<file path="src/rtl/vac_sqrt.sv">
module vac_sqrt #(
    parameter int IW = 54,
    parameter int SW = 8
) (
    input  logic              i_clk,
    input  logic              i_rst_n,
    input  logic              i_en,
    input  logic              i_valid,
    input  logic [IW-1:0]     i_rad,
    input  logic [SW-1:0]     i_side,
    output logic              o_valid,
    output logic [IW/2-1:0]   o_root,
    output logic [SW-1:0]     o_side
);

    localparam int RW = IW / 2;

    logic              r_v    [1:RW];
    logic [IW-1:0]     r_rem  [1:RW];
    logic [RW-1:0]     r_root [1:RW];
    logic [SW-1:0]     r_side [1:RW];

    // one root bit per stage, most significant first
    for (genvar k = 0; k < RW; k++) begin : g_stage
        localparam int I = RW - 1 - k;
        logic              w_v;
        logic [IW-1:0]     w_rem;
        logic [RW-1:0]     w_root;
        logic [SW-1:0]     w_side;
        logic [IW:0]       w_trial;
        logic              w_take;

        if (k == 0) begin : g_first
            assign w_v    = i_valid;
            assign w_rem  = i_rad;
            assign w_root = '0;
            assign w_side = i_side;
        end else begin : g_next
            assign w_v    = r_v[k];
            assign w_rem  = r_rem[k];
            assign w_root = r_root[k];
            assign w_side = r_side[k];
        end

        assign w_trial = ((IW+1)'(w_root) << (I + 1)) | ((IW+1)'(1) << (2 * I));
        assign w_take  = {1'b0, w_rem} >= w_trial;

        always_ff @(posedge i_clk) begin
            if (!i_rst_n) begin
                r_v[k+1] <= 1'b0;
            end else if (i_en) begin
                r_v[k+1] <= w_v;
            end
        end

        always_ff @(posedge i_clk) begin
            if (i_en) begin
                r_rem[k+1]  <= w_take ? IW'({1'b0, w_rem} - w_trial) : w_rem;
                r_root[k+1] <= w_take ? (w_root | (RW'(1) << I)) : w_root;
                r_side[k+1] <= w_side;
            end
        end
    end

    assign o_valid = r_v[RW];
    assign o_root  = r_root[RW];
    assign o_side  = r_side[RW];

endmodule

</file>
<file path="config.mk">
export PLATFORM = sky130hd
export DESIGN_NAME = vac_sqrt
export DESIGN_NICKNAME = d
export VERILOG_FILES = /design/src/rtl/vac_sqrt.sv
export SDC_FILE = /design/constraint.sdc
export NUM_CORES = 2
export LEC_CHECK = 0
export BUFFER_PORTS_ARGS = -buffer_cell sky130_fd_sc_hd__buf_2
export CAP_MARGIN = 20
export CORE_MARGIN = 3
export CORE_UTILIZATION = 33
export CTS_BUF_LIST = sky130_fd_sc_hd__clkbuf_4
export CTS_CLUSTER_DIAMETER = 150
export DETAILED_ROUTE_END_ITERATION = 8
export SYNTH_ARGS = -nofsm -noshare
export SYNTH_HDL_FRONTEND = slang
export SYNTH_SLANG_ARGS = --single-unit
export TNS_END_PERCENT = 5
</file>
<file path="constraint.sdc">
create_clock -name i_clk -period 4.4 [get_ports i_clk]
set_input_delay 0 -clock i_clk [delete_from_list [all_inputs] [get_ports i_clk]]
set_output_delay 0 -clock i_clk [all_outputs]
set_load 0.02 [all_outputs]
</file>
* After elaboration in Yosys (flattened, before gate mapping)
Memories as Yosys holds them, arrays and structs flattened.
Cells that the tools add are included.
** Word-level totals
- Flip-flop bits (word level) :: 0
- RAM bits :: 2430
- Input port bits :: 66
- Output and inout port bits :: 36
- Logic and storage cells :: 171
- Memories :: 4
** Memories
- r_rem :: words 27, width 54, rd ports 26, clocked after Yosys merged registers in 0, wr ports 27, RTL line 19 : logic [IW-1:0] r_rem [1:RW];
- r_root :: words 27, width 27, rd ports 27, clocked after Yosys merged registers in 0, wr ports 27, RTL line 20 : logic [RW-1:0] r_root [1:RW];
- r_side :: words 27, width 8, rd ports 27, clocked after Yosys merged registers in 0, wr ports 27, RTL line 21 : logic [SW-1:0] r_side [1:RW];
- r_v :: words 27, width 1, rd ports 27, clocked after Yosys merged registers in 0, wr ports 27, RTL line 18 : logic r_v [1:RW];
** Operators by class
- Add/subtract/negate cells :: 27
- Magnitude comparators :: 27
- Multiplexer cells :: 86
- Bitwise gates (word level) :: 27
** Operators with widths (count)
- $mux 54 :: 27
- $ge 54x28->1 :: 1
- $ge 54x29->1 :: 1
- $ge 54x30->1 :: 1
- $ge 54x31->1 :: 1
- $ge 54x32->1 :: 1
- $ge 54x33->1 :: 1
- $ge 54x34->1 :: 1
- $ge 54x35->1 :: 1
- $ge 54x36->1 :: 1
- $ge 54x37->1 :: 1
- $ge 54x38->1 :: 1
- $ge 54x39->1 :: 1
- $ge 54x40->1 :: 1
- $ge 54x41->1 :: 1
- $ge 54x42->1 :: 1
- $ge 54x43->1 :: 1
- $ge 54x44->1 :: 1
- $ge 54x45->1 :: 1
- $ge 54x46->1 :: 1
- $ge 54x47->1 :: 1
- $ge 54x48->1 :: 1
- $ge 54x49->1 :: 1
- $ge 54x50->1 :: 1
- 59 further kinds :: 117

* Logic depth before layout (Yosys ltp)
- Word-level depth :: 4
- Depth in mapped cells :: 14
- Gate-level depth less buffers :: 12

* Least setup slack after synthesis
No wires, ideal clock.
- Kind :: register -> register
- Start :: memory r_rem[13][28]
- End :: memory r_rem[14][28] (data pin)
- Setup time :: 270 ps
- Arrival :: 2962 ps
- Data required time :: 4130 ps
- Slack :: 1168 ps
- Cell stages (with the launch flop) :: 12
- Buffers on the path :: 2
- Period minus slack after synthesis :: 3232 ps
- Cells stage by stage :: edfxtp_1 ha_1 nor2b_1 o31a_1 o41ai_1 a211oi_1 o311a_1 or3_1 clkbuf_1 clkbuf_1 nor2_1 a21oi_1
** RTL lines (RTL line)
- start: declaration :: 19

==> impl_metrics.ini <==
[timing]
min_period_ns = 4.19
rsz0062_at_grt = no
worst_pin_slew_ns = 1.22
finClkSkew_ns = 0.101
finalSetupViolCount = 0
setup_slack_ns = 0.215
fmax_ghz = 0.239
post-route-period-util_pct = 95.1
relSlewSlack_pct = 18.9
setup_tns_ns = 0
slew_violations = 0
hold_viol = 0
holdWs_ns = 0.410

[clock_tree]
cts_buffer_depth = 4
cts_tree = done
numCtsBuffers = 541
cts-root-buf = clkbuf_4
clk_pin_slew_ns = 0.06
postCtsSetupRepairBufs = 0
insertion_delay_ns = 1.25
cts.sinks = 2025
htreeDepth = 6

[routing]
drtIter0Drc = 3140
final_antenna_net_count = 0
num_vias = 57183
routed_wl_um = 198000
wire_per_inst_um = 16.7
firstDrtPassIters = 6
via_per_inst = 4.83
drc_errors = 0

[placed_design]
port_buffers = 101
routabilityCongestion = 0.903
place_hpwl_um = 139000
dp_slack_ns = -0.0947
dpl-instance-area_um2 = 98200

[die]
die_area_um2 = 287000
io_pins = 102
placeableCoreArea_um2 = 278000
fp.dieH_um = 536
die_x_um = 536
rows = 193
initial_utilization_pct = 33.3

[pwr]
p_comb_share_pct = 18.7
power.net_switching_mw = 14.5
p_leak_nw = 40.1
powerDensity_nw_per_um2 = 480
p_int_mw = 36.7
vdd_ir_drop_max_mv = 0.315
p_seq_share_pct = 50.0
clkPwrFrac_pct = 31.3
swShare_pct = 28.3

[layout]
fin_nets = 8238
fin_area_um2 = 107000
final.fill_count = 26099
area_delta_synth_final_pct = 15.3
layout-drive-gt1-share_pct = 14.3

[setup_path]
timing.critical_path.from = r_rem[24][13]$_DFFE_PP_
criticalPathCategory = register to register
ff2ff_path_depth = 10
start_kind = register
crit_chain = ha_1 -> nand4_1 -> nor2_1 -> o311a_1 -> nor3_2 -> o211ai_1 -> a31oi_2 -> a2111oi_4 -> nor3b_1 -> xor2_1
r2r_slack_ns = 0.21
cpPeakStageDelay_ns = 0.68
crit_required_ns = 5.34
r2r-end = r_rem[25][35]$_DFFE_PP_
crit_arrival_ns = 5.12
slowest_stage = a2111oi_4
endpoint_kind = register
r2r-start = r_rem[24][13]$_DFFE_PP_
critPathMaxFanout = 8

[synthesis]
yosysSeqAreaShare_pct = 65.7
avgSynthCellArea_um2 = 13.3
syn_area_um2 = 92600
synth_edf_count = 2025
synth_nets = 7413
ys.flop_type = edfxtp_1
synthCells = 6946
ys_ff_latch = 2025
yosys_warnings = 0
synthArstFlopShare_pct = 0
synth_cell_type_count = 108

[min_path]
min_path_cells = 0
hold_end = r_side[1][29]$_DFFE_PP_
hp-class = register to register
worstHoldStart = r_side[1][21]$_DFFE_PP_

[global_route]
grt_max_degree = 199
grt_overflow_total = 0
grt_usage_pct = 13.5
grt_pass1_vias = 59951
grt_antenna_before_repair = 4
grt_pass1_wl_um = 313000

[run_status]
status = finished clean

[run]
drv_cap = 0
[Yosys cell counts (all sizes together) (33+ instances only)]
master,instances,area [um2]
edfxtp,2025,60800
inv,498,1870
nor2,462,1740
nand2,408,1540
ha,401,5020
a21oi,388,1950
xnor2,316,2770
o21ai,313,1570
xor2,280,2450
nor4,228,1530
nor3,173,907
a21o,134,1010
nand4,108,676
nand3,105,538
nand2b,85,532
or3,84,526
clkbuf,80,300
o21a,74,556
and3,54,338
nor2b,54,338
a211oi,49,373
or4,49,375
mux2,47,529
buf,42,208
and2,33,206
o31ai,33,248
[layer usage]
metal  vias up  share of wire [%]  track usage [%]
met1     27138                 37             13.6
met2      1384                 53             25.7
met5         -                  0                0
met4         0                5.7             7.95
li1      28118                  -                -
met3       543                3.9             2.57
[flip-flops by register name (all words and copies together), names as in the netlist]
| register | cells |
|---|---|
| r_rem | 1404 |
| r_side | 216 |
| r_v | 27 |
| r_root | 378 |
[worst max-delay path, delay by kind of cell (launching register included)]
family	cells	cell delay, ns
compound gates	4	1.86
xor+xnor	1	0.09
fa+ha+maj	1	0.40
flops	1	0.40
simple gates	4	1.16
[power groups by stage]
stage | combinational, mW | sequential [mW] | clock [mW]
final | 9.58 | 25.6 | 16.0
after CTS | 9.57 | 25.6 | 16.8
after global placement | 9.19 | 26.0 | 0
after detailed placement | 9.37 | 26.0 | 0
after floorplan | 6.85 | 25.4 | 0
after global routing | 10.7 | 25.8 | 17.8
[metrics by stage]
step / utilization [%] / std cells / power, mW
after floorplan: - / 6946 / 32.3
after global placement: 35.3 / 10731 / 35.2
after detailed placement: 35.3 / 10733 / 35.4
after CTS: 38.4 / 11825 / 51.9
after global routing: 38.4 / 11831 / 54.3
final: 38.4 / 11836 / 51.2
[placed cells by master (no fill, tap or decap), types with 22 or more instances in the layout]
cell type | netlist | routed
edfxtp_1 | 2025 | 2025
clkbuf_4 | 0 | 757
inv_1 | 496 | 496
nor2_1 | 460 | 460
nand2_1 | 406 | 406
ha_1 | 401 | 401
a21oi_1 | 387 | 387
xnor2_1 | 316 | 316
o21ai_0 | 306 | 306
xor2_1 | 280 | 280
nor4_1 | 215 | 213
dlygate4sd3_1 | 0 | 197
nor3_1 | 166 | 166
a21o_1 | 134 | 134
nand4_1 | 108 | 108
nand3_1 | 104 | 104
buf_2 | 22 | 102
clkinv_1 | 0 | 93
buf_4 | 4 | 91
nand2b_1 | 85 | 85
or3_1 | 84 | 84
o21a_1 | 74 | 74
nor2b_1 | 54 | 54
and3_1 | 54 | 54
a211oi_1 | 48 | 48
or4_1 | 47 | 47
mux2_2 | 47 | 47
and2_1 | 33 | 33
o31ai_1 | 33 | 33
a31oi_1 | 28 | 27
or2_2 | 26 | 26
a21boi_0 | 26 | 26
o21bai_1 | 24 | 24
o211ai_1 | 23 | 23
nand3b_1 | 22 | 22
[worst max-delay path by stage]
stage | cells after the start | end | slack [ns]
3_3_place_gp | 9 | r_rem[26][33]$_DFFE_PP_ | -0.15
2_1_floorplan | 11 | r_rem[14][28]$_DFFE_PP_ | 1.17
6_report | 10 | r_rem[25][35]$_DFFE_PP_ | 0.21
5_1_grt | 10 | r_rem[26][33]$_DFFE_PP_ | 0.19
4_1_cts | 10 | r_rem[25][35]$_DFFE_PP_ | 0.28
3_5_place_dp | 9 | r_rem[26][33]$_DFFE_PP_ | -0.09
[timing repair]
item | in CTS | in global routing
hold buffers | 198 | 0
resized for setup | 1 | 0
hold endpoints to repair | 2045 | 0
setup endpoints to repair | 4 | 0
[final cells by class]
class,count,area (um2),share of cell area [%]
Tap cell,3705,4640,4.34
Clock buffer,757,5680,5.32
Timing Repair Buffer,404,3450,3.23
Antenna cell,9,22.5,0.0211
Clock inverter,137,863,0.808
Inverter,498,1870,1.75
Multi-Input combinational cell,4301,29500,27.6
Sequential cell,2025,60800,56.9
[cell families after synthesis]
family / count (synthesis) / synth area share [%]
flip-flops: 2025 / 65.7
AND/OR/NAND/NOR: 2002 / 11.4
AO/OA/AOI/OAI: 1245 / 8.62
buffers and inverters: 620 / 2.57
XOR/XNOR: 596 / 5.64
adder cells (fa/ha/maj): 401 / 5.42
multiplexers: 57 / 0.680
Note: power is estimated with default switching activity, not from simulation.
