$ cat src/rtl/vac_pkg.sv
package vac_pkg;

    localparam int COORD_BITS = 12;
    localparam int FRAC_BITS  = 14;
    localparam int IN_FIELD_W = 12;
    localparam int COS_W      = 16;
    localparam int STAT_W     = 2;

    typedef enum logic [STAT_W-1:0] {
        ST_NORMAL   = 2'd0,
        ST_COINCIDE = 2'd1,
        ST_ZERO_ARM = 2'd2
    } t_status;

endpackage

$ cat src/rtl/vac_dist.sv
module vac_dist #(
    parameter int COORD_BITS = vac_pkg::COORD_BITS,
    parameter int DW         = 2 * COORD_BITS + 1
) (
    input  logic                    i_clk,
    input  logic                    i_rst_n,
    input  logic                    i_en,
    input  logic                    i_valid,
    input  logic [COORD_BITS-1:0]   i_vx,
    input  logic [COORD_BITS-1:0]   i_vy,
    input  logic [COORD_BITS-1:0]   i_px,
    input  logic [COORD_BITS-1:0]   i_py,
    input  logic [COORD_BITS-1:0]   i_qx,
    input  logic [COORD_BITS-1:0]   i_qy,
    output logic                    o_valid,
    output logic [2*DW-1:0]         o_prod,
    output logic [DW:0]             o_mag,
    output logic                    o_neg,
    output vac_pkg::t_status        o_status
);

    localparam int SQW = 2 * COORD_BITS;

    logic [COORD_BITS-1:0] n_d [0:5];
    logic [COORD_BITS-1:0] r_d [0:5];
    logic [SQW-1:0]        r_sq [0:5];
    logic [DW-1:0]         r_a, r_b, r_c;
    logic [2:0]            r_v;
    logic [DW:0]           n_bc;
    vac_pkg::t_status      n_status;

    function automatic logic [COORD_BITS-1:0] absdiff(
        input logic [COORD_BITS-1:0] x,
        input logic [COORD_BITS-1:0] y
    );
        return (x > y) ? x - y : y - x;
    endfunction

    // order: a = |p-q|, b = |q-v|, c = |p-v|, x then y
    always_comb begin
        n_d[0] = absdiff(i_px, i_qx);
        n_d[1] = absdiff(i_py, i_qy);
        n_d[2] = absdiff(i_qx, i_vx);
        n_d[3] = absdiff(i_qy, i_vy);
        n_d[4] = absdiff(i_px, i_vx);
        n_d[5] = absdiff(i_py, i_vy);
    end

    always_comb begin
        n_bc = {1'b0, r_b} + {1'b0, r_c};
        if (r_a == '0) begin
            n_status = vac_pkg::ST_COINCIDE;
        end else if (r_b == '0 || r_c == '0) begin
            n_status = vac_pkg::ST_ZERO_ARM;
        end else begin
            n_status = vac_pkg::ST_NORMAL;
        end
    end

    always_ff @(posedge i_clk) begin
        if (!i_rst_n) begin
            r_v     <= '0;
            o_valid <= 1'b0;
        end else if (i_en) begin
            r_v     <= {r_v[1:0], i_valid};
            o_valid <= r_v[2];
        end
    end

    always_ff @(posedge i_clk) begin
        if (i_en) begin
            for (int k = 0; k < 6; k++) begin
                r_d[k]  <= n_d[k];
                r_sq[k] <= r_d[k] * r_d[k];
            end
            r_a      <= DW'(r_sq[0]) + DW'(r_sq[1]);
            r_b      <= DW'(r_sq[2]) + DW'(r_sq[3]);
            r_c      <= DW'(r_sq[4]) + DW'(r_sq[5]);
            o_prod   <= r_b * r_c;
            o_neg    <= {1'b0, r_a} > n_bc;
            o_mag    <= ({1'b0, r_a} > n_bc) ? {1'b0, r_a} - n_bc : n_bc - {1'b0, r_a};
            o_status <= n_status;
        end
    end

endmodule

$ cat config.mk
export PLATFORM = sky130hd
export DESIGN_NAME = vac_dist
export DESIGN_NICKNAME = d
export VERILOG_FILES = /design/src/rtl/vac_pkg.sv /design/src/rtl/vac_dist.sv
export SDC_FILE = /design/constraint.sdc
export NUM_CORES = 2
export LEC_CHECK = 0
export ABC_AREA = 1
export BUFFER_PORTS_ARGS = -buffer_cell sky130_fd_sc_hd__buf_2
export CAP_MARGIN = 10
export CORE_MARGIN = 8
export CORE_UTILIZATION = 53
export CTS_BUF_LIST = sky130_fd_sc_hd__clkbuf_8
export CTS_CLUSTER_DIAMETER = 50
export CTS_CLUSTER_SIZE = 8
export DETAILED_ROUTE_END_ITERATION = 6
export GPL_TIMING_DRIVEN = 0
export PLACE_DENSITY = 0.69
export REMOVE_ABC_BUFFERS = 1
export SLEW_MARGIN = 0
export SYNTH_ARGS = -nofsm -noshare
export SYNTH_HDL_FRONTEND = slang
export SYNTH_SLANG_ARGS = --single-unit
export TNS_END_PERCENT = 30
$ cat constraint.sdc
create_clock -name i_clk -period 7.1 [get_ports i_clk]
set_input_delay 1.42 -clock i_clk [delete_from_list [all_inputs] [get_ports i_clk]]
set_output_delay 1.42 -clock i_clk [all_outputs]
set_load 0.01 [all_outputs]
* Word-level counts from Yosys, hierarchy flattened *
Memories as Yosys holds them, arrays and structs flattened.
Index checks and enable logic that the tools add are counted.
W data, S select, Z words.

word-level totals
  memory bits (writable) = 216
  word-level logic and storage cells = 57
  input bits = 76
  output and inout bits = 80
  memories kept = 2
  register bits after elaboration = 158

operators by class
  multipliers = 7
  muxes and demuxes = 10
  order comparisons = 7
  reductions and logical operators = 4
  add/sub/neg operators = 18

memories
  name  depth  bits a word  rd ports  clocked after memory_dff  write ports  line            text
  r_sq  6      24           6         0                         6            vac_dist.sv:26  logic [SQW-1:0] r_sq [0:5];
  r_d   6      12           6         0                         6            vac_dist.sv:25  logic [COORD_BITS-1:0] r_d [0:5];

operators by type and width
  operator            number
  $mul A12 B12 Y24    6
  $sub A12 B12 Y12    12
  $add A24 B24 Y25    3
  $logic_not A25 Y1   3
  $gt A12 B12 Y1      6
  $mux W12            6
  $mul A25 B25 Y50    1
  $add A25 B25 Y26    1
  $gt A25 B26 Y1      1
  $mux W26            1
  $sub A25 B26 Y26    1
  $sub A26 B25 Y26    1
  $mux W1             2
  $mux W2             1
  $logic_or A1 B1 Y1  1

* Depth between registers and ports, before layout *
  depth in word-level cells = 3
  gate-level depth with buffers = 30

* Worst setup path before layout *
No wires, ideal clock.

  kind = register to register
  start point = register r_c[4]
  end point = register o_prod[26], data pin
  cell stages (with the launch flop) = 28
  library setup time = 0.252 ns
  clock period less this slack = 6.080 ns
  arrival = 5.828 ns
  slack = 1.020 ns
  cell sequence = edfxtp_1 clkbuf_1 clkbuf_1 nand2_1 fa_1 inv_1 fa_1 inv_1 fa_1 inv_1 fa_1 inv_1 fa_1 inv_1 fa_1 inv_1 fa_1 inv_1 ha_1 nand2_1 inv_1 a21oi_1 o21ai_0 o21bai_1 nand2_1 nand2_1 nand2_1 nand2_1

on the way
  cells in the longest elaborated chain, start to end = 1

RTL lines
  item                    line            text
  from (decl)             vac_dist.sv:27  logic [DW-1:0] r_a, r_b, r_c;
  from (signal assigned)  vac_dist.sv:78  r_c <= DW'(r_sq[4]) + DW'(r_sq[5]);
  $mul A25 B25 Y50        vac_dist.sv:79  o_prod <= r_b * r_c;
  to (signal assigned)    vac_dist.sv:79
  to (decl)               vac_dist.sv:16  output logic [2*DW-1:0] o_prod,

No other way between the ends.
A chain may end at the register's enable or synchronous reset.

* Worst setup path in the final report *
  start point = register r_b[2]
  end point = register o_prod[33], data pin

on the way
  cells in the longest elaborated chain, start to end = 1

RTL lines
  item                    line            text
  from (decl)             vac_dist.sv:27
  from (signal assigned)  vac_dist.sv:77  r_b <= DW'(r_sq[2]) + DW'(r_sq[3]);
  $mul A25 B25 Y50        vac_dist.sv:79

No other way between the ends.

==> results.toml <==
[place]
port_buffers = 155
pre_cts_slack_ns = -0.2363
hpwl_um = 164200
gp_congestion = 0.9642

[detailed_routing]
routed_wirelength_um = 199000
routed_via_density = 5.152
drtIter0Drc = 4270
routedWlPerCell_um = 17.13
via_count = 59860
route.detailed.drc = 2
ant_nets = 0
first_pass_iters = 7

[clock_network]
clk_path_buf_depth = 3
cts_sinks = 368
cts_max_level = 3
cts_hold_buf = 0
cts_tree = "done"
clock-root-buffer = "clkbuf_8"
clk_pin_slew_ns = 0.06
insertion_delay_ns = 0.77
cts.repair.resized = 0
cts-buffers-inserted = 69

[global_route]
grt_usage_pct = 26.01
antenna_found_initial = 2
grt_max_degree = 113
grt_pass1_wl_um = 319800
gr-total-overflow = 0
grt_pass1_vias = 61630

[floorplan]
core-area_mm2 = 0.1390
die_area_mm2 = 0.1516
io_pins = 156
initial_core_util_pct = 53.14
num_rows = 137
die_width_um = 389.3
die_y_um = 389.3

[sta]
finalSetupTns_ns = 0
tightest_slew_ns = 1.322
finalClockSkew_ns = 0.05913
final.setup.worst_slack_ns = 0.2548
slew_headroom_pct = 11.83
slew_violations = 0
min_period_ns = 6.845
timing.final.crit_share_pct = 96.41
setup_viol_count_final = 0
whs_ns = 0.4863
fmax_ghz = 0.1461
finalHoldViolCount = 0

[synthesis]
synthSimpleGateAreaFrac_pct = 19.04
synth-seq-cells = 368
syn_avg_cell_area_um2 = 7.635
synth_xor_xnor_area_share_pct = 4.482
synth_edf_count = 364
synth_compound_area_share_pct = 6.036
synth_top_family_by_area = "adder cells"
synth_fa_ha_area_share_pct = 41.17
seq_area_frac_synth_pct = 14.90
netlist_area_mm2 = 0.07387
ys_warn_count = 0
synth_flop_cell = "edfxtp_1"
muxShareOfSynthArea_pct = 0
netlist_instances = 9676
async_reset_ff_share_pct = 0
yosysUniqueCellTypes = 46

[setup_path]
startpoint_type = "flop"
cp_slowest_cell = "edfxtp_1"
crit_type = "reg2reg"
critical_path.max_stage_delay_ns = 0.81
required_ns = 7.66
cp-end-kind = "flop"
reg2reg_setup_slack_ns = 0.25
critPathTopFamily = "adder cells"
critPathBufInv = 8
path_cells = "buf_8, nand2_1, inv_1, fa_1, fa_1, inv_1, fa_1, inv_1, fa_1, fa_1, fa_1, inv_1, fa_1, inv_1, ha_1, nand2_1, nor2_1, inv_1, o21ai_0, inv_1, nand2_1, nand2_1, nand2_1, xor2_1"
cp_max_fo = 17
arrival_ns = 7.40

[outcome]
status = "finished, violations left"
failed_checks = "DRC"

[cells_and_area]
seq_area_mm2 = 0.01101
drive_above_1_share_pct = 4.117
fill_cells = 13030
finalCoreUtilization_pct = 56.76
nets = 11600
multi_input_area_mm2 = 0.05225
area_growth_pct = 6.821

[run]
drv_cap = 0

[hold_path]
worst_hold_path_type = "reg2reg"
==> routing by layer <==
| metal | wire length (um) | global-route usage [%] | up-vias |
|---|---|---|---|
| met4 | 8919 | 10.79 | 2 |
| met3 | 11980 | 3.342 | 435 |
| met2 | 92870 | 43.63 | 1847 |
| met1 | 85240 | 34.06 | 28550 |
| li1 | - | - | 29020 |
| met5 | 13 | 0 | - |
==> worst paths after layout <==
kind | depth (start not counted) | start | endpoint
min reg2reg | 2 | r_v[2]$_SDFFE_PN0P_ | o_valid$_SDFFE_PN0P_
max reg2reg | 24 | r_b[2]$_DFFE_PP_ | o_prod[33]$_DFFE_PP_
max | 24 | r_b[2]$_DFFE_PP_ | o_prod[33]$_DFFE_PP_
min | 2 | r_v[2]$_SDFFE_PN0P_ | o_valid$_SDFFE_PN0P_
==> synthesized netlist by cell type, types with 3 or more instances <==
cell	number	area share [%]
xnor2_1	103	1.2
nor2_1	449	2.3
o21ai_1	15	0.10
o21a_1	12	0.12
or2_2	13	0.11
ha_1	815	14
buf_4	6	0.061
nand3_1	261	1.8
o21bai_1	41	0.42
nand4_1	99	0.84
and3_1	3	0.025
dfxtp_1	4	0.11
edfxtp_1	364	15
inv_1	2486	13
nor3_1	57	0.39
fa_1	1010	27
clkbuf_1	243	1.2
inv_2	6	0.030
o21ai_0	242	1.6
clkbuf_2	20	0.14
a21oi_1	410	2.8
nand2_1	2529	13
nor2_4	5	0.076
a31oi_1	21	0.18
buf_2	31	0.21
a21boi_0	19	0.19
xor2_1	275	3.3
and2_1	3	0.025
a21o_1	41	0.42
nor4_1	21	0.18
o211ai_1	14	0.14
nand2_2	21	0.18
nand3b_1	15	0.15
==> registers in the layout, summed over array words and instances (netlist names) <==
| name | count |
|---|---|
| r_d | 72 |
| r_b | 25 |
| r_c | 25 |
| o_valid | 1 |
| o_mag | 26 |
| o_prod | 50 |
| o_neg | 1 |
| o_status | 2 |
| r_sq | 138 |
| r_v | 3 |
| r_a | 25 |
==> cells in the final DEF (no fill, tap or decap), drive strengths merged, types with 22 or more instances in the layout <==
cell    netlist  layout
ha          815     815
nor4         22      22
a21oi       410     410
nor3         57      57
nand2      2553    2553
nand4        99      99
nand3       263     263
buf          40     253
clkbuf      263      69
xor2        275     275
inv        2492    2512
o21bai       41      41
o21ai       257     257
fa         1010    1010
a21o         41      41
edfxtp      364     364
nor2        456     456
xnor2       103     103
==> area by class of cell <==
cell class                      count  share of cell area [%]
Inverter                         2494                   11.86
Clock buffer                       69                   1.203
Sequential cell                   368                   13.95
Clock inverter                     46                  0.4868
Timing Repair Buffer              253                   3.301
Multi-Input combinational cell   6511                   66.21
Antenna cell                        1                0.003171
Tap cell                         1876                   2.975
==> cell families (layout without fill, tap and decap cells) <==
| group | count (synthesis) | after routing |
|---|---|---|
| other cells | 0 | 1 |
| flops | 368 | 368 |
| fa+ha+maj | 1825 | 1825 |
| buf+inv | 2797 | 2862 |
| compound gates | 820 | 820 |
| xor+xnor | 378 | 378 |
| simple gates | 3488 | 3488 |
==> tightest hold or removal path, stage by stage, from the launching register on <==
cell,delay [ns]
dfxtp_1,0.32
nor2_1,0.05
nor2_1,0.08
==> what timing repair did <==
| action | 4_1_cts | 5_1_grt |
|---|---|---|
| setup buffers | 5 | 51 |
| setup endpoints to repair | 21 | 28 |
| endpoints found under the hold margin | 0 | 0 |
| pin swaps | 0 | 0 |
| cloned | 0 | 0 |
==> per-stage QoR <==
stage | area [um2] | instances
6_report | 78910 | 11620
5_1_grt | 78910 | 11620
3_5_place_dp | 76850 | 11450
3_3_place_gp | 75750 | 11400
2_1_floorplan | 72620 | 9373
4_1_cts | 78270 | 11570
Power is left out: the tool's default activity adds up to more than one toggle a clock period on the data nets, which glitch-free logic cannot reach.
