===== src/rtl/vac_pkg.sv =====
package vac_pkg;

    localparam int COORD_BITS = 12;
    localparam int FRAC_BITS  = 14;
    localparam int IN_FIELD_W = 12;
    localparam int COS_W      = 16;
    localparam int STAT_W     = 2;

    typedef enum logic [STAT_W-1:0] {
        ST_NORMAL   = 2'd0,
        ST_COINCIDE = 2'd1,
        ST_ZERO_ARM = 2'd2
    } t_status;

endpackage


===== src/rtl/vac_div.sv =====
module vac_div #(
    parameter int NW        = 28,
    parameter int RW        = 27,
    parameter int FRAC_BITS = vac_pkg::FRAC_BITS
) (
    input  logic                      i_clk,
    input  logic                      i_rst_n,
    input  logic                      i_en,
    input  logic                      i_valid,
    input  logic [NW-1:0]             i_mag,
    input  logic [RW-1:0]             i_root,
    input  logic                      i_neg,
    input  vac_pkg::t_status          i_status,
    output logic                      o_valid,
    output logic [vac_pkg::COS_W-1:0] o_cosine,
    output vac_pkg::t_status          o_status
);

    localparam int QB  = FRAC_BITS + 2;
    localparam int XW  = NW + FRAC_BITS + 2;
    localparam int DVW = RW + 1;
    localparam int CW  = FRAC_BITS + 2;
    localparam int OW  = vac_pkg::COS_W;

    logic                  r_v0;
    logic [XW-1:0]         r_num0;
    logic [DVW-1:0]        r_den0;
    logic                  r_sat0, r_neg0;
    vac_pkg::t_status      r_st0;

    logic                  r_v    [1:QB];
    logic [XW-1:0]         r_num  [1:QB];
    logic [DVW-1:0]        r_den  [1:QB];
    logic [QB-1:0]         r_q    [1:QB];
    logic                  r_sat  [1:QB];
    logic                  r_neg  [1:QB];
    vac_pkg::t_status      r_st   [1:QB];

    logic [DVW-1:0]        w_den;
    logic [FRAC_BITS:0]    w_mag;
    logic [CW-1:0]         w_sgn;
    logic [OW-1:0]         w_cos;

    assign w_den = {i_root, 1'b0};

    // quotient at or above four is far past one, so only QB quotient bits are needed
    always_ff @(posedge i_clk) begin
        if (i_en) begin
            r_num0 <= XW'(i_mag) << FRAC_BITS;
            r_den0 <= w_den;
            r_sat0 <= (NW + 2)'(i_mag) >= ((NW + 2)'(w_den) << 2);
            r_neg0 <= i_neg;
            r_st0  <= i_status;
        end
    end

    for (genvar k = 0; k < QB; k++) begin : g_stage
        localparam int J = QB - 1 - k;
        logic              w_v;
        logic [XW-1:0]     w_num;
        logic [DVW-1:0]    w_dv;
        logic [QB-1:0]     w_q;
        logic              w_s, w_n;
        vac_pkg::t_status  w_st;
        logic [XW-1:0]     w_sub;
        logic              w_take;

        if (k == 0) begin : g_first
            assign w_v   = r_v0;
            assign w_num = r_num0;
            assign w_dv  = r_den0;
            assign w_q   = '0;
            assign w_s   = r_sat0;
            assign w_n   = r_neg0;
            assign w_st  = r_st0;
        end else begin : g_next
            assign w_v   = r_v[k];
            assign w_num = r_num[k];
            assign w_dv  = r_den[k];
            assign w_q   = r_q[k];
            assign w_s   = r_sat[k];
            assign w_n   = r_neg[k];
            assign w_st  = r_st[k];
        end

        assign w_sub  = XW'(w_dv) << J;
        assign w_take = w_num >= w_sub;

        always_ff @(posedge i_clk) begin
            if (!i_rst_n) begin
                r_v[k+1] <= 1'b0;
            end else if (i_en) begin
                r_v[k+1] <= w_v;
            end
        end

        always_ff @(posedge i_clk) begin
            if (i_en) begin
                r_num[k+1] <= w_take ? w_num - w_sub : w_num;
                r_q[k+1]   <= w_take ? (w_q | (QB'(1) << J)) : w_q;
                r_den[k+1] <= w_dv;
                r_sat[k+1] <= w_s;
                r_neg[k+1] <= w_n;
                r_st[k+1]  <= w_st;
            end
        end
    end

    always_comb begin
        if (r_sat[QB] || r_q[QB] > (QB'(1) << FRAC_BITS)) begin
            w_mag = (FRAC_BITS+1)'(1) << FRAC_BITS;
        end else begin
            w_mag = r_q[QB][FRAC_BITS:0];
        end
        unique case (r_st[QB])
            vac_pkg::ST_COINCIDE: w_sgn = CW'(1) << FRAC_BITS;
            vac_pkg::ST_ZERO_ARM: w_sgn = '0;
            default:              w_sgn = r_neg[QB] ? -CW'(w_mag) : CW'(w_mag);
        endcase
    end

    if (CW >= OW) begin : g_trunc
        assign w_cos = w_sgn[OW-1:0];
    end else begin : g_sext
        assign w_cos = {{(OW - CW){w_sgn[CW-1]}}, w_sgn};
    end

    always_ff @(posedge i_clk) begin
        if (!i_rst_n) begin
            r_v0    <= 1'b0;
            o_valid <= 1'b0;
        end else if (i_en) begin
            r_v0    <= i_valid;
            o_valid <= r_v[QB];
        end
    end

    always_ff @(posedge i_clk) begin
        if (i_en) begin
            o_cosine <= w_cos;
            o_status <= r_st[QB];
        end
    end

endmodule


===== config.mk =====
export PLATFORM = sky130hd
export DESIGN_NAME = vac_div
export DESIGN_NICKNAME = d
export VERILOG_FILES = /design/src/rtl/vac_pkg.sv /design/src/rtl/vac_div.sv
export SDC_FILE = /design/constraint.sdc
export NUM_CORES = 2
export LEC_CHECK = 0
export CORE_MARGIN = 4
export CORE_UTILIZATION = 45
export CTS_CLUSTER_DIAMETER = 60
export DETAILED_ROUTE_END_ITERATION = 8
export DONT_BUFFER_PORTS = 1
export PLACE_DENSITY = 0.59
export SLEW_MARGIN = 25
export SYNTH_ARGS = -nofsm -noshare
export SYNTH_HDL_FRONTEND = slang
export SYNTH_SLANG_ARGS = --single-unit
export TNS_END_PERCENT = 1

===== constraint.sdc =====
create_clock -name i_clk -period 4.45 [get_ports i_clk]
set_clock_uncertainty 0.05 [all_clocks]
set_input_delay 0.2225 -clock i_clk [delete_from_list [all_inputs] [get_ports i_clk]]
set_output_delay 0.2225 -clock i_clk [all_outputs]
set_load 0.05 [all_outputs]

* Yosys cells after proc, flatten, opt, wreduce, memory -nomap -nowiden
Memories as Yosys holds them, arrays and structs flattened. A register that Yosys moved wholly into a read port is not among the register bits.
Cells that the tools add are included.
** Storage, ports and cells
- Register bits after elaboration :: 78
- Latch bits :: 0
- Bits in writable memories :: 1488
- Memory bits (read-only) :: 0
- Input bits :: 62
- Output and inout port bits :: 19
- Logic and storage cells :: 126
- Memories :: 7
** Cells by class
- Add/subtract/negate cells :: 17
- $mul :: 0
- Div/mod/pow operators :: 0
- $lt $le $gt $ge :: 18
- Equality and inequality tests :: 2
- Shift operators :: 0
- Multiplexer cells :: 56
- Bitwise gates (word level) :: 16
- Reduce and logical (&&, ||, !) cells :: 2
** Memory list
- r_num :: depth 16, width 44, rd ports 15, clocked after Yosys merged registers in 0, wr ports 16, RTL line vac_div.sv:32 : logic [XW-1:0] r_num [1:QB];
- r_den :: depth 16, width 28, rd ports 15, clocked after Yosys merged registers in 0, wr ports 16, RTL line vac_div.sv:33 : logic [DVW-1:0] r_den [1:QB];
- r_q :: depth 16, width 16, rd ports 16, clocked after Yosys merged registers in 0, wr ports 16, RTL line vac_div.sv:34 : logic [QB-1:0] r_q [1:QB];
- r_st :: depth 16, width 2, rd ports 16, clocked after Yosys merged registers in 0, wr ports 16, RTL line vac_div.sv:37 : vac_pkg::t_status r_st [1:QB];
- r_neg :: depth 16, width 1, rd ports 16, clocked after Yosys merged registers in 0, wr ports 16, RTL line vac_div.sv:36 : logic r_neg [1:QB];
- r_sat :: depth 16, width 1, rd ports 16, clocked after Yosys merged registers in 0, wr ports 16, RTL line vac_div.sv:35 : logic r_sat [1:QB];
- 1 more memories
** Operators with widths (number)
- 44-bit two-way mux :: 16
- 44-bit by 28-bit >= comparator with 1-bit output :: 1
- 44-bit by 29-bit >= comparator with 1-bit output :: 1
- 44-bit by 30-bit >= comparator with 1-bit output :: 1
- 44-bit by 31-bit >= comparator with 1-bit output :: 1
- 44-bit by 32-bit >= comparator with 1-bit output :: 1
- 44-bit by 33-bit >= comparator with 1-bit output :: 1
- 44-bit by 34-bit >= comparator with 1-bit output :: 1
- 44-bit by 35-bit >= comparator with 1-bit output :: 1
- 44-bit by 36-bit >= comparator with 1-bit output :: 1
- 44-bit by 37-bit >= comparator with 1-bit output :: 1
- 44-bit by 38-bit >= comparator with 1-bit output :: 1
- 44-bit by 39-bit >= comparator with 1-bit output :: 1
- 44-bit by 40-bit >= comparator with 1-bit output :: 1
- 44-bit by 41-bit >= comparator with 1-bit output :: 1
- 44-bit by 42-bit >= comparator with 1-bit output :: 1
- 42-bit by 43-bit subtractor with 44-bit output :: 1
- 44-bit by 28-bit subtractor with 44-bit output :: 1
- 44-bit by 29-bit subtractor with 44-bit output :: 1
- 44-bit by 30-bit subtractor with 44-bit output :: 1
- 44-bit by 31-bit subtractor with 44-bit output :: 1
- 44-bit by 32-bit subtractor with 44-bit output :: 1
- 44-bit by 33-bit subtractor with 44-bit output :: 1
- 44-bit by 34-bit subtractor with 44-bit output :: 1
- other kinds (34) :: 72

* Logic depth before layout (Yosys ltp)
An unclocked memory read counts as a cell.
- Word-level depth :: 7
- Mapped depth :: 15
- Depth with buffers taken out :: 15

* Least setup slack after synthesis
Ideal clock, no wire load.
- Path kind :: register to register
- From :: memory r_q[16][3] (netlist name)
- To :: register o_cosine[8] (netlist name), data pin
- Setup time :: 0.264 ns
- Arrival :: 3.155 ns
- Data required time :: 4.136 ns
- Path slack :: 0.981 ns
- Cell stages (with the launch flop) :: 13
- Buffers on the path :: 1
- Period minus slack after synthesis :: 3.469 ns
- Path through :: edfxtp_1 -> or3_4 -> or3_4 -> or4_1 -> nand2b_4 -> a211oi_4 -> buf_2 -> nand2_1 -> ha_1 -> nand2_1 -> o21ai_0 -> a222oi_1 -> nor2_1
** RTL lines
- start: declaration :: RTL line vac_div.sv:34
- end signal: assignment :: RTL line vac_div.sv:140 : o_cosine <= w_cos;
- end: declaration :: RTL line vac_div.sv:15 : output logic [vac_pkg::COS_W-1:0] o_cosine,

==> flow_metrics.tcl <==
set metrics [dict create \
    r2r_cells 11 \
    cts_inserted_buffers 143 \
    power_density_mw_per_mm2 610 \
    dpl_cell_area_mm2 0.0694 \
    r2r-start "r_den[0][365]" \
    drv_slew 0 \
    crit_type "reg -> reg" \
    dp_hpwl_um 106000 \
    fin_cells 8074 \
    hold_path.class "in -> reg" \
    dp_cells 7696 \
    worstHoldEndpoint "g_stage[0].w_num[38]" \
    max_clock_freq_mhz 246 \
    cts_tree "done" \
    reg2reg_to "r_num[0][655]" \
    fin_nets 6575 \
    clock-root-buffer "clkbuf_16" \
    finalCritPeriodShare 0.912 \
    p_leak_nw 29.9 \
    worstPathRequired_ns 4.90 \
    ios 81 \
    drc 0 \
    crit_arrival_ns 4.51 \
    ys_ff_latch 1228 \
    die_h_um 393 \
    die-area_mm2 0.154 \
    drt-pass1-iter-count 6 \
    grt_first_pass_wirelength_um 230000 \
    peakVddDrop_v 0.000374 \
    rsz0062_at_grt "false" \
    synth_nets 6360 \
    yosysSeqAreaShare 0.553 \
    drt-initial-drc-count 2594 \
    clock_sinks 1228 \
    portBuffers 0 \
    start_util 0.455 \
    grt_pass1_vias 43500 \
    endpoint_kind "register" \
    tns_ns 0 \
    dp_slack_ns 0.518 \
    worst_slack_ns 0.392 \
    core_mm2 0.146 \
    die_w_um 393 \
    crit_path_max_fanout 7 \
    layout-drive-gt1-share 0.0698 \
    num_rows 140 \
    grt_max_degree 234 \
    ant_nets 0 \
    fin_area_mm2 0.0754 \
    vias 43800 \
    synth.avg_cell_area_um2 11.4 \
    synth_area_mm2 0.0667 \
    period_minus_slack_ns 4.06 \
    yosys_warnings 0 \
    ff2ff_setup_slack_ns 0.39 \
    htreeDepth 4 \
    async_reset_ff_frac 0 \
    slew_headroom 0.286 \
    clock_path_buffers 3 \
    synth_edf_count 1226 \
    synthCells 5826 \
    clkTransAtPathRegs_ns 0.06 \
    hold_ws_ns 0.0837 \
    post_cts_resized 0 \
    gp_congestion 0.891 \
    synthFlopType "edfxtp_1" \
    tightest_slew_ns 1.05 \
    grt_antenna_before_repair 3 \
    wl_per_cell_um 17.8 \
    via_per_inst 5.42 \
    ys_types 99 \
    diodes 0 \
    setup.worst_path.start_class "register" \
    area_growth_pct 13.0 \
    whs_path_depth 1 \
    grt_use_total 0.186 \
    max-cap-violations 0 \
    min_from "i_mag[24]" \
    status "complete, no violations" \
    hold_viol_final 0 \
    routed_wl_um 144000 \
    setup_viol_count_final 0 \
    grt_remaining_overflow 0 \
    clk_latency_ns 0.76 \
]
what timing repair did:
| action | CTS | global route |
|---|---|---|
| setup buffers | 0 | 0 |
| hold buffers | 115 | 0 |
| endpoints found under the hold margin | 89 | 0 |
cells by family (layout without fill, tap and decap cells):
family	count (synthesis)	after routing	synth area share
xor gates and xnor gates	453	453	0.0595
DFF	1228	1228	0.553
and+or+nand+nor	1458	1458	0.107
buffers and inverters	681	1012	0.0387
adders and majority gates	472	472	0.0903
AOI/OAI and AO/OA	1437	1437	0.136
muxes	97	97	0.0163
flip-flops by register name, summed over array words and instances, names as in the netlist:
signal and cells:
r_q 136, r_num 528, r_v 16, o_valid 1
g_stage.w_s 1, o_cosine 16, g_stage.w_num 28, o_status 2
r_sat 16, g_stage.w_st 2, r_st 32, r_den 405
r_neg 16, g_stage.w_dv 27, g_stage.w_n 1, g_stage.w_v 1
critical path, stage by stage (launching register included):
cell	delay, ns
edfxtp_1	0.46
fa_1	0.46
nor2b_1	0.18
o31a_1	0.20
o31a_1	0.21
o311ai_1	0.20
o21ai_0	0.37
a31oi_1	0.18
o21a_1	0.27
o311ai_1	0.88
nor3_1	0.14
xor2_1	0.19
cell usage in the layout, fill, tap and decap left out, types with 24 or more instances in the layout:
cell and count:
nor2b_1 67, ha_1 457, clkbuf_16 143, a21o_1 184, xor2_1 204, mux2_2 93, nor2_1 376, nand4_1 55
nand2_1 396, dlygate4sd3_1 115, nor4_1 50, and3_1 49, nand2b_1 76, a211oi_1 43, nand3_1 114, o21bai_1 51
or3_1 39, o31ai_1 39, o211ai_1 24, xnor2_1 249, buf_4 45, clkbuf_1 28, o21a_1 64, a31oi_1 26
clkinv_1 29, o21ai_0 344, nor3_1 98, a21oi_1 454, inv_1 571, edfxtp_1 1226, and2_1 40
synthesized netlist by cell type (all sizes together), types with 24 or more instances:
cell type	count	area share
nand3	114	0.0086
and2	41	0.0038
and3	49	0.0046
inv	572	0.032
edfxtp	1226	0.55
a21oi	456	0.034
buf	29	0.0020
clkbuf	79	0.0044
nand4	55	0.0052
xnor2	249	0.033
nor3	99	0.0075
nand2	398	0.022
mux2	93	0.016
a211oi	45	0.0053
or3	41	0.0040
ha	457	0.086
a31oi	29	0.0028
o21bai	51	0.0057
o21a	65	0.0073
o211ai	24	0.0027
nand2b	77	0.0073
nor2	376	0.021
o31ai	39	0.0044
nor2b	68	0.0064
xor2	204	0.027
o21ai	358	0.027
nor4	51	0.0049
a21o	184	0.021
report_power, final:
part / switching (mW) / total, mW / leakage [nW] / internal, mW
clock network: 4.83 / 11.6 / 2.27 / 6.72
logic: 9.18 / 16.6 / 15.8 / 7.37
registers: 1.61 / 17.8 / 11.9 / 16.2
layout make-up:
| type | instances | area [um^2] |
|---|---|---|
| multi-input combinational | 3917 | 27300 |
| clock inverter | 90 | 1030 |
| sequential | 1228 | 36900 |
| fill | 12700 | 71100 |
| inverter | 573 | 2150 |
| clock buffer | 171 | 3680 |
| timing repair buffer | 178 | 1940 |
| tap | 1917 | 2400 |
worst max-delay path by stage:
stage                  startpoint       endpoint  slack, ns  depth (start not counted)
finish              r_den[0][365]  r_num[0][655]       0.39                         11
global route        r_num[0][578]  r_num[0][652]       0.11                         10
CTS                 r_num[0][623]  r_num[0][695]       0.51                         11
detailed placement  r_num[0][623]  r_num[0][695]       0.52                         11
global placement    r_num[0][102]  r_num[0][175]       0.48                         13
floorplan              r_q[16][3]    o_cosine[8]       0.98                         12
per-stage QoR:
| stage | power (mW) | util |
|---|---|---|
| global route | 49.1 | 0.515 |
| CTS | 46.3 | 0.514 |
| detailed placement | 34.4 | 0.474 |
| global placement | 34.2 | 0.474 |
| finish | 46.0 | 0.515 |
| floorplan | 30.1 | - |
routing by layer:
metal	vias up	part of all wire	track usage
met5	-	0	0
met4	0	0.045	0.0832
met3	329	0.034	0.0263
met2	830	0.50	0.336
met1	20800	0.42	0.220
li1	21800	-	-
No activity file was read; power rests on OpenSTA's default activity.
